File: src/sv/bta_pkg.sv
// Shared types, constants and helpers for the boundary-tag heap allocator.
// No dependencies; imported by the core, bta_ctrl and bta_dp.
package bta_pkg;

    localparam int HEAP_WORDS_DEF = 4096;
    localparam int OP_W           = 2;
    localparam int ADDR_W         = 14;
    localparam int REQ_W          = 16;
    localparam int CFG_W          = 15;
    localparam int TAG_W          = 32;

    localparam int RESET_CHUNK    = 1920;
    localparam int RESET_THRESH   = 128;
    localparam int FIRST_PAYLOAD  = 16;
    localparam int RESET_HEAP_END = FIRST_PAYLOAD + RESET_CHUNK;
    localparam int PROLOGUE_TAG   = 9;
    localparam int EPILOGUE_TAG   = 1;
    localparam int MIN_BLOCK      = 16;

    typedef enum logic [OP_W-1:0] {
        OP_ALLOC   = 2'd0,
        OP_FREE    = 2'd1,
        OP_REALLOC = 2'd2,
        OP_NOP     = 2'd3
    } t_op;

    typedef enum logic [0:0] {
        CFG_CHUNK  = 1'b0,
        CFG_THRESH = 1'b1
    } t_cfg_idx;

    typedef enum logic [4:0] {
        CMD_NOP, CMD_CLEAR, CMD_LATCH,
        CMD_SR_INIT, CMD_SR_RD, CMD_SR_STEP, CMD_SR_HRD, CMD_SR_HDR,
        CMD_PL_SETUP, CMD_WR_HDR, CMD_WR_FTR, CMD_PL_ADV, CMD_PL_DONE,
        CMD_GR_SETUP, CMD_WR_EPI,
        CMD_MG_PRD, CMD_MG_NRD, CMD_MG_CALC,
        CMD_FR_SETUP,
        CMD_LV_CHK, CMD_LV_HDR,
        CMD_RA_NRD, CMD_RA_TAIL, CMD_RA_SETUP,
        CMD_FIN_OK, CMD_FIN_FAIL
    } t_cmd;

    typedef enum logic [5:0] {
        ST_CLEAR, ST_IDLE, ST_DISPATCH,
        ST_SR_INIT, ST_SR_RD, ST_SR_STEP, ST_SR_HRD, ST_SR_HDR,
        ST_GR_SETUP, ST_GR_HDR, ST_GR_FTR, ST_GR_EPI,
        ST_MG_PRD, ST_MG_NRD, ST_MG_CALC, ST_MG_HDR, ST_MG_FTR,
        ST_PL_SETUP, ST_PL_HDR1, ST_PL_FTR1, ST_PL_ADV, ST_PL_HDR2, ST_PL_FTR2,
        ST_PL_DONE,
        ST_FR_SETUP, ST_FR_HDR, ST_FR_FTR,
        ST_LV_CHK, ST_LV_HDR, ST_LV_FTR,
        ST_RA_NRD, ST_RA_TAIL, ST_RA_SETUP, ST_RA_HDR, ST_RA_FTR, ST_RA_EPI,
        ST_FIN_OK, ST_FIN_FAIL
    } t_state;

    typedef enum logic [0:0] {
        RET_PLACE = 1'b0,
        RET_FIN   = 1'b1
    } t_ret;

    typedef struct packed {
        t_op  op;
        logic p_zero;
        logic req_zero;
        logic moving;
        logic clr_last;
        logic srch_end;
        logic srch_skip;
        logic fit;
        logic split;
        logic grow_fail;
        logic mg_both;
        logic lv_bad0;
        logic lv_bad1;
        logic lv_ftr_ok;
        logic ra_tail;
        logic ra_fits;
        logic ra_room;
    } t_dp_status;

    // Heap image after reset, by byte address of the word.
    function automatic logic [TAG_W-1:0] init_tag(input logic [TAG_W-1:0] a);
        logic [TAG_W-1:0] v;
        v = '0;
        if (a == TAG_W'(FIRST_PAYLOAD - 12) || a == TAG_W'(FIRST_PAYLOAD - 8)) begin
            v = TAG_W'(PROLOGUE_TAG);
        end else if (a == TAG_W'(FIRST_PAYLOAD - 4) ||
                     a == TAG_W'(RESET_HEAP_END - 8)) begin
            v = TAG_W'(RESET_CHUNK);
        end else if (a == TAG_W'(RESET_HEAP_END - 4)) begin
            v = TAG_W'(EPILOGUE_TAG);
        end
        return v;
    endfunction

endpackage

File: src/sv/bta_ctrl.sv
// Controller: sequences the clearing pass, heap walk, liveness checks, tag writes and coalescing steps.
// Depends on bta_pkg; drives bta_dp with a command code and reads its status.
module bta_ctrl (
    input  logic                i_clk,
    input  logic                i_rst_n,
    input  logic                i_start,
    input  bta_pkg::t_dp_status i_status,
    output bta_pkg::t_cmd       o_cmd,
    output logic                o_busy
);
    import bta_pkg::*;

    t_state r_state, n_state;
    t_ret   r_ret, n_ret;
    t_state ret_state;

    assign ret_state = (r_ret == RET_PLACE) ? ST_PL_SETUP : ST_FIN_OK;

    always_ff @(posedge i_clk) begin
        if (!i_rst_n) begin
            r_state <= ST_CLEAR;
            r_ret   <= RET_PLACE;
        end else begin
            r_state <= n_state;
            r_ret   <= n_ret;
        end
    end

    always_comb begin
        n_state = r_state;
        n_ret   = r_ret;
        o_cmd   = CMD_NOP;
        o_busy  = 1'b1;
        unique case (r_state)
            ST_CLEAR: begin
                o_cmd = CMD_CLEAR;
                if (i_status.clr_last) n_state = ST_IDLE;
            end
            ST_IDLE: begin
                o_busy = 1'b0;
                if (i_start) begin
                    o_cmd   = CMD_LATCH;
                    n_state = ST_DISPATCH;
                end
            end
            ST_DISPATCH: begin
                unique case (i_status.op)
                    OP_ALLOC:   n_state = i_status.req_zero ? ST_FIN_FAIL : ST_SR_INIT;
                    OP_FREE:    n_state = ST_LV_CHK;
                    OP_REALLOC: begin
                        if (!i_status.p_zero)       n_state = ST_LV_CHK;
                        else if (i_status.req_zero) n_state = ST_FIN_FAIL;
                        else                        n_state = ST_SR_INIT;
                    end
                    default:    n_state = ST_FIN_FAIL;
                endcase
            end
            ST_SR_INIT: begin
                o_cmd   = CMD_SR_INIT;
                n_state = ST_SR_RD;
            end
            ST_SR_RD: begin
                o_cmd   = CMD_SR_RD;
                n_state = ST_SR_STEP;
            end
            ST_SR_STEP: begin
                o_cmd = CMD_SR_STEP;
                if (i_status.srch_end)       n_state = ST_GR_SETUP;
                else if (i_status.srch_skip) n_state = ST_SR_RD;
                else                         n_state = ST_SR_HRD;
            end
            ST_SR_HRD: begin
                o_cmd   = CMD_SR_HRD;
                n_state = ST_SR_HDR;
            end
            ST_SR_HDR: begin
                o_cmd   = CMD_SR_HDR;
                n_state = i_status.fit ? ST_PL_SETUP : ST_SR_RD;
            end
            ST_GR_SETUP: begin
                o_cmd   = CMD_GR_SETUP;
                n_state = i_status.grow_fail ? ST_FIN_FAIL : ST_GR_HDR;
            end
            ST_GR_HDR: begin
                o_cmd   = CMD_WR_HDR;
                n_state = ST_GR_FTR;
            end
            ST_GR_FTR: begin
                o_cmd   = CMD_WR_FTR;
                n_state = ST_GR_EPI;
            end
            ST_GR_EPI: begin
                o_cmd   = CMD_WR_EPI;
                n_ret   = RET_PLACE;
                n_state = ST_MG_PRD;
            end
            ST_MG_PRD: begin
                o_cmd   = CMD_MG_PRD;
                n_state = ST_MG_NRD;
            end
            ST_MG_NRD: begin
                o_cmd   = CMD_MG_NRD;
                n_state = ST_MG_CALC;
            end
            ST_MG_CALC: begin
                o_cmd   = CMD_MG_CALC;
                n_state = i_status.mg_both ? ret_state : ST_MG_HDR;
            end
            ST_MG_HDR: begin
                o_cmd   = CMD_WR_HDR;
                n_state = ST_MG_FTR;
            end
            ST_MG_FTR: begin
                o_cmd   = CMD_WR_FTR;
                n_state = ret_state;
            end
            ST_PL_SETUP: begin
                o_cmd   = CMD_PL_SETUP;
                n_state = ST_PL_HDR1;
            end
            ST_PL_HDR1: begin
                o_cmd   = CMD_WR_HDR;
                n_state = ST_PL_FTR1;
            end
            ST_PL_FTR1: begin
                o_cmd   = CMD_WR_FTR;
                n_state = i_status.split ? ST_PL_ADV : ST_PL_DONE;
            end
            ST_PL_ADV: begin
                o_cmd   = CMD_PL_ADV;
                n_state = ST_PL_HDR2;
            end
            ST_PL_HDR2: begin
                o_cmd   = CMD_WR_HDR;
                n_state = ST_PL_FTR2;
            end
            ST_PL_FTR2: begin
                o_cmd   = CMD_WR_FTR;
                n_state = ST_PL_DONE;
            end
            ST_PL_DONE: begin
                o_cmd   = CMD_PL_DONE;
                n_state = i_status.moving ? ST_FR_SETUP : ST_FIN_OK;
            end
            ST_FR_SETUP: begin
                o_cmd   = CMD_FR_SETUP;
                n_state = ST_FR_HDR;
            end
            ST_FR_HDR: begin
                o_cmd   = CMD_WR_HDR;
                n_state = ST_FR_FTR;
            end
            ST_FR_FTR: begin
                o_cmd   = CMD_WR_FTR;
                n_ret   = RET_FIN;
                n_state = ST_MG_PRD;
            end
            ST_LV_CHK: begin
                o_cmd   = CMD_LV_CHK;
                n_state = i_status.lv_bad0 ? ST_FIN_FAIL : ST_LV_HDR;
            end
            ST_LV_HDR: begin
                o_cmd   = CMD_LV_HDR;
                n_state = i_status.lv_bad1 ? ST_FIN_FAIL : ST_LV_FTR;
            end
            ST_LV_FTR: begin
                if (!i_status.lv_ftr_ok)        n_state = ST_FIN_FAIL;
                else if (i_status.op == OP_FREE) n_state = ST_FR_SETUP;
                else if (i_status.req_zero)     n_state = ST_FIN_FAIL;
                else                            n_state = ST_RA_NRD;
            end
            ST_RA_NRD: begin
                o_cmd   = CMD_RA_NRD;
                n_state = ST_RA_TAIL;
            end
            ST_RA_TAIL: begin
                o_cmd = CMD_RA_TAIL;
                if (!i_status.ra_tail)     n_state = ST_SR_INIT;
                else if (i_status.ra_fits) n_state = ST_FIN_OK;
                else if (i_status.ra_room) n_state = ST_RA_SETUP;
                else                       n_state = ST_FIN_FAIL;
            end
            ST_RA_SETUP: begin
                o_cmd   = CMD_RA_SETUP;
                n_state = ST_RA_HDR;
            end
            ST_RA_HDR: begin
                o_cmd   = CMD_WR_HDR;
                n_state = ST_RA_FTR;
            end
            ST_RA_FTR: begin
                o_cmd   = CMD_WR_FTR;
                n_state = ST_RA_EPI;
            end
            ST_RA_EPI: begin
                o_cmd   = CMD_WR_EPI;
                n_state = ST_FIN_OK;
            end
            ST_FIN_OK: begin
                o_cmd   = CMD_FIN_OK;
                n_state = ST_IDLE;
            end
            ST_FIN_FAIL: begin
                o_cmd   = CMD_FIN_FAIL;
                n_state = ST_IDLE;
            end
            default: n_state = ST_IDLE;
        endcase
    end
endmodule
File: config.mk
export PLATFORM = sky130hd
export DESIGN_NAME = bta_ctrl
export DESIGN_NICKNAME = d
export VERILOG_FILES = /design/src/sv/bta_pkg.sv /design/src/sv/bta_ctrl.sv
export SDC_FILE = /design/constraint.sdc
export NUM_CORES = 1
export LEC_CHECK = 0
export ABC_AREA = 1
export BUFFER_PORTS_ARGS = -buffer_cell sky130_fd_sc_hd__buf_2
export CAP_MARGIN = 20
export CORE_MARGIN = 2
export CORE_UTILIZATION = 50
export CTS_CLUSTER_DIAMETER = 80
export DETAILED_ROUTE_END_ITERATION = 12
export PLACE_DENSITY = 0.85
export SYNTH_ARGS = -nofsm -noshare
export SYNTH_HDL_FRONTEND = slang
export SYNTH_SLANG_ARGS = --single-unit
File: constraint.sdc
create_clock -name i_clk -period 1.7 [get_ports i_clk]
set_input_delay 0 -clock i_clk [delete_from_list [all_inputs] [get_ports i_clk]]
set_output_delay 0 -clock i_clk [all_outputs]
set_load 0.1 [all_outputs]
# After elaboration in Yosys (flattened, before gate mapping)
# Index checks and enable logic that the tools add are counted.
dict set report totals {
  inputBits 21
  register_bits 7
}
dict set report op_classes {
  reduce_logical 8
  eq_ne 41
  mux 26
}
# cell count
set ops {}
lappend ops {{one-hot mux 6 bit (35 select lines)} 1}
lappend ops {{one-hot mux 5 bit (25 select lines)} 1}
lappend ops {{equality test 6 x 5 -> 1 bit (second input constant)} 16}
lappend ops {{2-to-1 mux 6 bit} 14}
lappend ops {{equality test 6 x 4 -> 1 bit (second input constant)} 8}
lappend ops {{equality test 6 bit (second input constant)} 6}
lappend ops {{equality test 6 x 3 -> 1 bit (second input constant)} 4}
lappend ops {{one-hot mux 6 bit (3 select lines)} 1}
lappend ops {{equality test 6 x 2 -> 1 bit (second input constant)} 2}
lappend ops {{OR reduction 6 bit} 2}
lappend ops {{equality test 6 x 1 -> 1 bit (second input constant)} 1}
lappend ops {{zero test 6 bit} 1}
lappend ops {{2-to-1 mux 2 bit} 3}
lappend ops {{2-to-1 mux 3 bit} 2}
lappend ops {{2-to-1 mux 5 bit} 1}
lappend ops {{2-to-1 mux 4 bit} 1}
lappend ops {{inequality test 2 bit (second input constant)} 2}
lappend ops {{OR reduction 2 bit} 2}
lappend ops {{equality test 2 x 1 -> 1 bit (second input constant)} 1}
lappend ops {{equality test 2 bit (second input constant)} 1}
lappend ops {{zero test 2 bit} 1}
lappend ops {{one-hot mux 1 bit (2 select lines)} 1}
lappend ops {{AND reduction 2 bit} 1}
lappend ops {{nonzero test 2 bit} 1}
lappend ops {{2-to-1 mux 1 bit} 1}

# Depth between registers and ports, before layout
# Gate-level depths: netlist (run 1).
dict set report logic_depth {
  ltp_word 4
  ltp_mapped 12
  mapped_depth_nobuf 12
}

# Worst setup path after synthesis (run 1)
# No wires, ideal clock.
dict set report synth_path {
  path_kind {reg2out}
  startpoint {register r_state[0]}
  endpoint {output port o_cmd[1]}
  arrival_ns 2.510
  stages_incl_launch_ff 7
  setup_slack_ns -0.810
  n_path_buf 0
  t_required_ns 1.700
  path_cell_list {dfxtp_1 > inv_1 > nor2_4 > nand3_1 > inv_1 > a211oi_1 > nand2_1}
}
dict set report synth_via {
  elab_chain_len 3
  elab_cells_between_ends 40
  cone_classes {eq/ne (35); mux (1); reduce/logical (4)}
}
# item line
set synth_lines {}
lappend synth_lines {{from (decl)} bta_ctrl.sv:13} ;# t_state r_state, n_state;
lappend synth_lines {{from (signal assigned)} bta_ctrl.sv:24} ;# r_state <= n_state;
lappend synth_lines {{equality test 6 bit (tied with other cells)} bta_ctrl.sv:34} ;# unique case (r_state)
lappend synth_lines {{OR reduction 6 bit (no line) or OR reduction 2 bit (tied branches)} -}
lappend synth_lines {{one-hot mux 5 bit (25 select lines) *} bta_ctrl.sv:34}
lappend synth_lines {{to (decl)} bta_ctrl.sv:8} ;# output bta_pkg::t_cmd o_cmd,
# Mark *: on every way between the ends. The rest lies on a longest branch, timed or not.

# Final worst setup path (run 1)
dict set report layout_path {
  startpoint {register r_state[0]}
  endpoint {output port o_cmd[2]}
}
# Same word-level chain as after synthesis.

==> results_dict.tcl, run 1 <==
set metrics [dict create \
    status "complete, but fails checks" \
    violations_in_the_final_reports "negative setup slack" \
    layout.nets 361 \
    insertion_delay_ns 0.27 \
    endpoint_kind "output port" \
    detailroute.via_count 2405 \
    cp_slowest_stage_delay_ns 0.37 \
    r2r_end "r_state[0]" \
    rows 18 \
    postSynth.asyncResetShare 0 \
    drt.antenna.violating_nets 0 \
    clk_pin_slew_worst_paths_ns 0.06 \
    routed_via_density 6.52 \
    routed_wire_length_per_instance_um 19.1 \
    synth_top_cell_area_share 0.219 \
    grt_overflow 0 \
    detailroute.wirelength.met2_mm 3.04 \
    setup_viol 8 \
    routed_wirelength_mm 7.05 \
    worst_setup_path_endpoint "o_cmd[2]" \
    cp-start-kind "flip-flop" \
    worstReg2RegStart "r_state[1]" \
    crit_path_kind "reg -> out" \
    ctsHtreeMaxLevel 1 \
    buffer_ports.inserted 26 \
    maxCapViolations 0 \
    synth_area_per_cell_sq_um 4.87 \
    gp_congestion 1.09 \
    worst_pin_slew_ns 0.489 \
    cell_accounting_for_the_most_synthesized_area "sky130_fd_sc_hd__nand2_1" \
    post-route-drc-count 0 \
    layout_cell_share_with_drive_strength_beyond_1 0.389 \
    total_power_mw 3.64 \
    gr-usage-all-layers 0.372 \
    slew_headroom 0.676 \
    post_synth_most_frequent_cells "77 x sky130_fd_sc_hd__nand2_1, 52 x sky130_fd_sc_hd__nor2_1, 39 x sky130_fd_sc_hd__nand3_1" \
    syn_area_sq_mm 0.00132 \
    dr.pass1.iters 7 \
    synth.net_count 292 \
    timing.reg2reg.worst_path_depth 12 \
    synth_ff_type "sky130_fd_sc_hd__dfxtp_1" \
    die_width_um 55.4 \
    finalHoldViolations 0 \
    detail_route.iter0.violations 332 \
    synthMostInstantiatedCell "sky130_fd_sc_hd__nand2_1" \
    final_core_util 0.905 \
    fmaxAchievable_ghz 0.547 \
    cts.root.buffer_cell "sky130_fd_sc_hd__clkbuf_4" \
    p_leak_nw 1.27 \
    initial_core_util 0.532 \
    cts_tree "yes" \
    antenna_violations_before_repair 0 \
    rsz_0062_raised_after_global_routing "true" \
    area_growth_syn_to_layout_pct 69.9 \
    pre_cts_slack_ns -0.0460 \
    die_area_sq_mm 0.00306 \
    clock_skew_ns 0.00143 \
    final.setup.worst_slack_ns -0.129 \
    grt_start_max_net_pins 20 \
    synthesis.yosys.warnings 0 \
    synth_cell_type_count 26 \
    dpl_wire_length_mm 4.29 \
    vias_in_the_first_global_route 1932 \
    yosys_register_bits 7 \
    timing.critical_path.slowest_stage_cell "sky130_fd_sc_hd__dfxtp_4" \
    synth_enable_flop_cells 0 \
    syn_inst 271 \
    cp_max_fo 8 \
    number_of_cells_in_the_finished_layout_apart_from_fillers 369 \
    grt_pass1_wl_mm 9.05 \
    total_core_area_sq_mm 0.00248 \
    vdd_drop_max_uv 2640 \
    tritoncts_num_sinks 7 \
    worst-endpoint-arrival_ns 1.83 \
    crit_path_cell_trace "buf_4 > nor2_4 > nand3_2 > inv_2 > nor3b_2 > buf_4 > nand3_2 > buf_12" \
    cp-startpoint "r_state[0]" \
    wl_met1_mm 2.35 \
    synth_top_cells_by_area "sky130_fd_sc_hd__nand2_1 22%, sky130_fd_sc_hd__nand3_1 15%, sky130_fd_sc_hd__nor2_1 15%, sky130_fd_sc_hd__dfxtp_1 11%, sky130_fd_sc_hd__inv_1 11%" \
    floorplan.io_pins 27 \
    dr.max_layer_used "met4" \
    instance_count_after_placement_with_tap_cells_included 337 \
    power_per_cell_area_mw_per_mm2 1620 \
    antenna_cells 0 \
    clk_path_buf_depth 2 \
    worstHoldPathType "in -> reg" \
    finalCritPeriodShare 1.08 \
    die_height_um 55.4 \
    synth_sequential_area_ratio 0.106 \
    finalHoldWorstSlack_ns 0.143 \
    final_max_slew_viol_count 0 \
    final_period_demand_of_the_worst_path_ns 1.83 \
    r2r_slack_ns -0.11 \
    met3_length_mm 1.08 \
    cts_buffers 3 \
    required_time_at_the_endpoint_of_the_critical_path_ns 1.70 \
]
## cells in the final DEF, fill, tap and decap left out
cell type and instances:
sky130_fd_sc_hd__o2111ai_1 1, sky130_fd_sc_hd__o211ai_1 2, sky130_fd_sc_hd__o21ai_4 1, sky130_fd_sc_hd__nand2_2 4, sky130_fd_sc_hd__dlygate4sd3_1 1, sky130_fd_sc_hd__nand3_1 21, sky130_fd_sc_hd__nor2_2 4, sky130_fd_sc_hd__a211oi_2 1
sky130_fd_sc_hd__clkinv_2 1, sky130_fd_sc_hd__clkbuf_4 3, sky130_fd_sc_hd__nor3b_2 1, sky130_fd_sc_hd__a21oi_2 1, sky130_fd_sc_hd__nand2_4 4, sky130_fd_sc_hd__o21ai_2 1, sky130_fd_sc_hd__o31ai_1 1, sky130_fd_sc_hd__buf_6 7
sky130_fd_sc_hd__buf_2 22, sky130_fd_sc_hd__inv_8 1, sky130_fd_sc_hd__nand4_1 12, sky130_fd_sc_hd__dfxtp_1 1, sky130_fd_sc_hd__nand3_4 6, sky130_fd_sc_hd__nand3_2 13, sky130_fd_sc_hd__inv_4 3, sky130_fd_sc_hd__dfxtp_4 6
sky130_fd_sc_hd__nor3_1 6, sky130_fd_sc_hd__nor4_1 1, sky130_fd_sc_hd__o21ai_0 6, sky130_fd_sc_hd__buf_4 30, sky130_fd_sc_hd__nand2_1 69, sky130_fd_sc_hd__inv_2 6, sky130_fd_sc_hd__buf_12 8, sky130_fd_sc_hd__and2_1 1
sky130_fd_sc_hd__o21bai_1 1, sky130_fd_sc_hd__a21oi_1 7, sky130_fd_sc_hd__or2_1 2, sky130_fd_sc_hd__o22ai_1 1, sky130_fd_sc_hd__nor3b_1 1, sky130_fd_sc_hd__nor2_4 9, sky130_fd_sc_hd__nor2_1 44, sky130_fd_sc_hd__inv_1 29
## area by class of cell
| cell class | count | area, sq um |
|---|---|---|
| clock buffer | 3 | 22.5 |
| clock inverter | 1 | 5.00 |
| fill | 129 | 236 |
| inverter | 39 | 161 |
| multi-input combinational | 221 | 1270 |
| sequential | 7 | 163 |
| tap | 30 | 37.5 |
| timing repair buffer | 68 | 584 |
## repair_timing
item                                    in CTS  in global routing
hold endpoints to repair                     1                  0
gates cloned                                 0                  0
hold buffers                                 1                  0
endpoints found under the setup margin      10                 10
resized for setup                           28                 36
pin swaps                                    9                 14
buffers inserted                            14                 13
## kinds of logic (layout without fill, tap and decap cells)
group,count (synthesis),after routing,synth area share
AND/OR/NAND/NOR,198,198,0.668
AO/OA/AOI/OAI,23,23,0.101
buffers and inverters,43,111,0.125
flip-flops,7,7,0.106
## where the power goes
part           internal, mW  switching, mW  leakage, nW
clock network        0.0869         0.0784       0.0177
registers             0.234          0.113       0.0614
logic                  1.07           2.05         1.19
## through the flow
| step | area [sq um] | setup TNS [ns] |
|---|---|---|
| floorplan | 1410 | -0.748 |
| global placement | 1740 | -0.293 |
| detailed placement | 1740 | -0.0659 |
| CTS | 1990 | -0.0775 |
| global route | 2240 | -1.30 |
| finish | 2240 | -0.687 |
## worst max-delay path, delay by kind of cell, from the launching register on
| family | cells | cell delay [ns] |
|---|---|---|
| buf+inv | 4 | 0.59 |
| flops | 1 | 0.37 |
| simple gates | 4 | 0.60 |
## flip-flops by register name, indices dropped and copies added, names as in the netlist
register  flops
r_ret         1
r_state       6
## layer usage
layer | up-vias | global-route usage
met1 | 1011 | 0.468
met5 | - | 0
met4 | 0 | 0.129
met2 | 275 | 0.614
met3 | 90 | 0.0913
li1 | 1029 | -
## worst min path at each step
stage,from,end,slack [ns],depth (start not counted)
after detailed placement,i_rst_n,r_state[3],0.25,3
after floorplan,i_rst_n,r_state[3],0.12,2
after CTS,i_status[12],r_state[0],0.07,5
after global routing,i_status[1],r_state[2],0.16,5
after global placement,i_rst_n,r_state[3],0.23,3
final,i_status[1],r_state[2],0.14,5
(Power assumes the default switching activity.)
==> run 2: changes to the inputs <==
Settings changed: CORE_UTILIZATION 50 to 43, PLACE_DENSITY 0.85 to 0.76.
==> run 2 against run 1 <==
  * The flow still finishes with violations (negative setup slack)
  * Routed wire length fell by 16%
  * Critical path type is now reg -> reg
  * Fmax fell by 4.9%
  * First-iteration DRC count fell by 27%
  * Clock power fell by 5%
  * Global-route usage fell by 3.5 points
  * Final area fell by 5.9%
  * Combinational power fell by 7.4%
  * Largest cell class unchanged
  * Register-to-register slack got worse by 0.11 ns
==> results_dict.tcl, run 2 (synthesis results as in run 1) <==
set metrics [dict create \
    cp-start-kind "flip-flop" \
    detailroute.via_count 2209 \
    top_library_cells_by_usage_in_the_layout_fill_and_taps_aside "70 x sky130_fd_sc_hd__nand2_1, 43 x sky130_fd_sc_hd__nor2_1, 30 x sky130_fd_sc_hd__inv_1" \
    worst_path_dominant_cell_family "simple AND/OR/NAND/NOR gates" \
    cp_slowest_stage_delay_ns 0.45 \
    number_of_flip_flops_in_the_largest_register 6 \
    r2r_slack_ns -0.22 \
    p_leak_nw 1.23 \
    most_common_cell_after_layout_fill_and_taps_aside "sky130_fd_sc_hd__nand2_1" \
    finish.instance_area_sq_mm 0.00211 \
    gr-usage-all-layers 0.337 \
    grt_start_max_net_pins 23 \
    finalCritPeriodShare 1.13 \
    finalHoldViolations 0 \
    violations_in_the_final_reports "negative setup slack" \
    reg.largest.list "r_state (6), r_ret (1)" \
    cts.root.buffer_cell "sky130_fd_sc_hd__clkbuf_4" \
    worstHoldPathType "in -> reg" \
    cp_max_fo 7 \
    final_max_slew_viol_count 0 \
    clock_skew_ns 0.00347 \
    routed_wirelength_mm 5.94 \
    antenna_violations_before_repair 0 \
    layout_cell_share_with_drive_strength_beyond_1 0.350 \
    power_per_cell_area_mw_per_mm2 1610 \
    floorplan.io_pins 27 \
    tritoncts_num_sinks 7 \
    holdCritStartpoint "i_status[5]" \
    worst_pin_slew_ns 0.489 \
    timing.critical_path.slowest_stage_cell "sky130_fd_sc_hd__dfxtp_2" \
    rsz_0062_raised_after_global_routing "true" \
    slew_headroom 0.676 \
    rows 20 \
    critical_path.n_buffers_inverters 3 \
    vdd_drop_max_uv 807 \
    final_period_demand_of_the_worst_path_ns 1.92 \
    status "complete, but fails checks" \
    grt_overflow 0 \
    endpoint_kind "flip-flop" \
    drt.antenna.violating_nets 0 \
    gp_congestion 1.05 \
    crit_path_cell_trace "inv_2 > nor2_4 > buf_12 > nand3_1 > nand2_1 > nor2_1 > nand2_1 > nor2_1 > nand2_1 > nand3_1 > nand2_1 > inv_1" \
    insertion_delay_ns 0.26 \
    layout.nets 348 \
    buffer_ports.inserted 26 \
    worstReg2RegStart "r_state[0]" \
    worst-endpoint-arrival_ns 2.08 \
    maxCapViolations 0 \
    die_width_um 59.4 \
    final.setup.tns_ns -0.783 \
    worst_path_most_repeated_cell "sky130_fd_sc_hd__nand2_1" \
    crit_path_kind "reg -> reg" \
    antenna_cells 0 \
    seq_area_sq_um 158 \
    required_time_at_the_endpoint_of_the_critical_path_ns 1.85 \
    cts_tree "yes" \
    initial_core_util 0.443 \
    detail_route.iter0.violations 244 \
    die_height_um 59.4 \
    vias_in_the_first_global_route 1950 \
    total_core_area_sq_mm 0.00298 \
    clk_pin_slew_worst_paths_ns 0.06 \
    cp-startpoint "r_state[0]" \
    ctsHtreeMaxLevel 1 \
    area_growth_syn_to_layout_pct 60.0 \
    post-route-drc-count 0 \
    routed_via_density 6.15 \
    max_flop_register "r_state" \
    dpl_wire_length_mm 4.08 \
    final.setup.worst_slack_ns -0.225 \
    setup_viol 8 \
    area_of_placed_instances_sq_mm 0.00173 \
    fillCellCount 242 \
    clk_path_buf_depth 2 \
    fmaxAchievable_ghz 0.520 \
    cts_buffers 3 \
    die_area_sq_mm 0.00353 \
    routed_wire_length_per_instance_um 16.5 \
    multi_input_comb_area_sq_mm 0.00123 \
    grt_pass1_wl_mm 8.88 \
    dr.pass1.iters 5 \
]
## run 2: cell count changes in the layout (fill, tap and decap cells not counted), moves of 2 or more
cell	change
sky130_fd_sc_hd__buf_4	-12
sky130_fd_sc_hd__nand3_1	+5
sky130_fd_sc_hd__nand3_2	-3
sky130_fd_sc_hd__buf_6	-2
sky130_fd_sc_hd__dfxtp_2	+2
sky130_fd_sc_hd__dfxtp_4	-2
sky130_fd_sc_hd__nand3_4	-2
sky130_fd_sc_hd__nor2_2	+2
## run 2: what timing repair did
action | in CTS | in global routing
pin swaps | 10 | 6
buffers inserted | 13 | 4
resized for setup | 29 | 22
endpoints found under the hold margin | 1 | 0
hold buffers | 1 | 0
setup endpoints to repair | 8 | 11
## run 2: report_power, final
group / switching, mW / total, mW / internal [mW]
Sequential: 0.114 / 0.343 / 0.229
Clock: 0.0709 / 0.157 / 0.0864
Combinational: 1.90 / 2.89 / 0.990
Total: 2.09 / 3.39 / 1.31
## run 2: area by class of cell
cell class | instances | share of cell area
Tap cell | 33 | 0.0196
Sequential cell | 7 | 0.0747
Multi-Input combinational cell | 221 | 0.582
Clock buffer | 3 | 0.0107
Timing Repair Buffer | 55 | 0.238
Inverter | 39 | 0.0730
Clock inverter | 1 | 0.00237
## run 2: layer usage
metal  up-vias  track usage  routed length, um  part of all wire
met1       925        0.445               2190              0.37
li1       1005            -                  -                 -
met3        72       0.0480                677              0.11
met4         0        0.185                500             0.084
met5         -            0                  0                 0
met2       207        0.524               2560              0.43
## run 2: tightest hold or removal path, delay by kind of cell
kind,cells,cell delay (ns)
simple gates,2,0.15
compound gates,1,0.14
buf+inv,1,0.10
## run 2: per-stage QoR
| step | power (mW) | std cells | util | hold slack (ns) | worst slack, ns |
|---|---|---|---|---|---|
| after CTS | 3.14 | 357 | 0.673 | 0.0771 | -0.0693 |
| after global placement | 2.72 | 339 | 0.582 | 0.235 | -0.130 |
| after detailed placement | 2.73 | 339 | 0.582 | 0.251 | -0.0535 |
| after floorplan | 1.91 | 271 | - | 0.124 | -0.149 |
| after global routing | 3.55 | 359 | 0.708 | 0.170 | -0.324 |
| final | 3.39 | 359 | 0.708 | 0.156 | -0.225 |
## run 2: worst paths after layout
check | cells after the start | endpoint
min | 4 | r_state[4]
max reg2reg | 12 | r_state[0]
min reg2reg | 2 | r_ret
max | 12 | r_state[0]
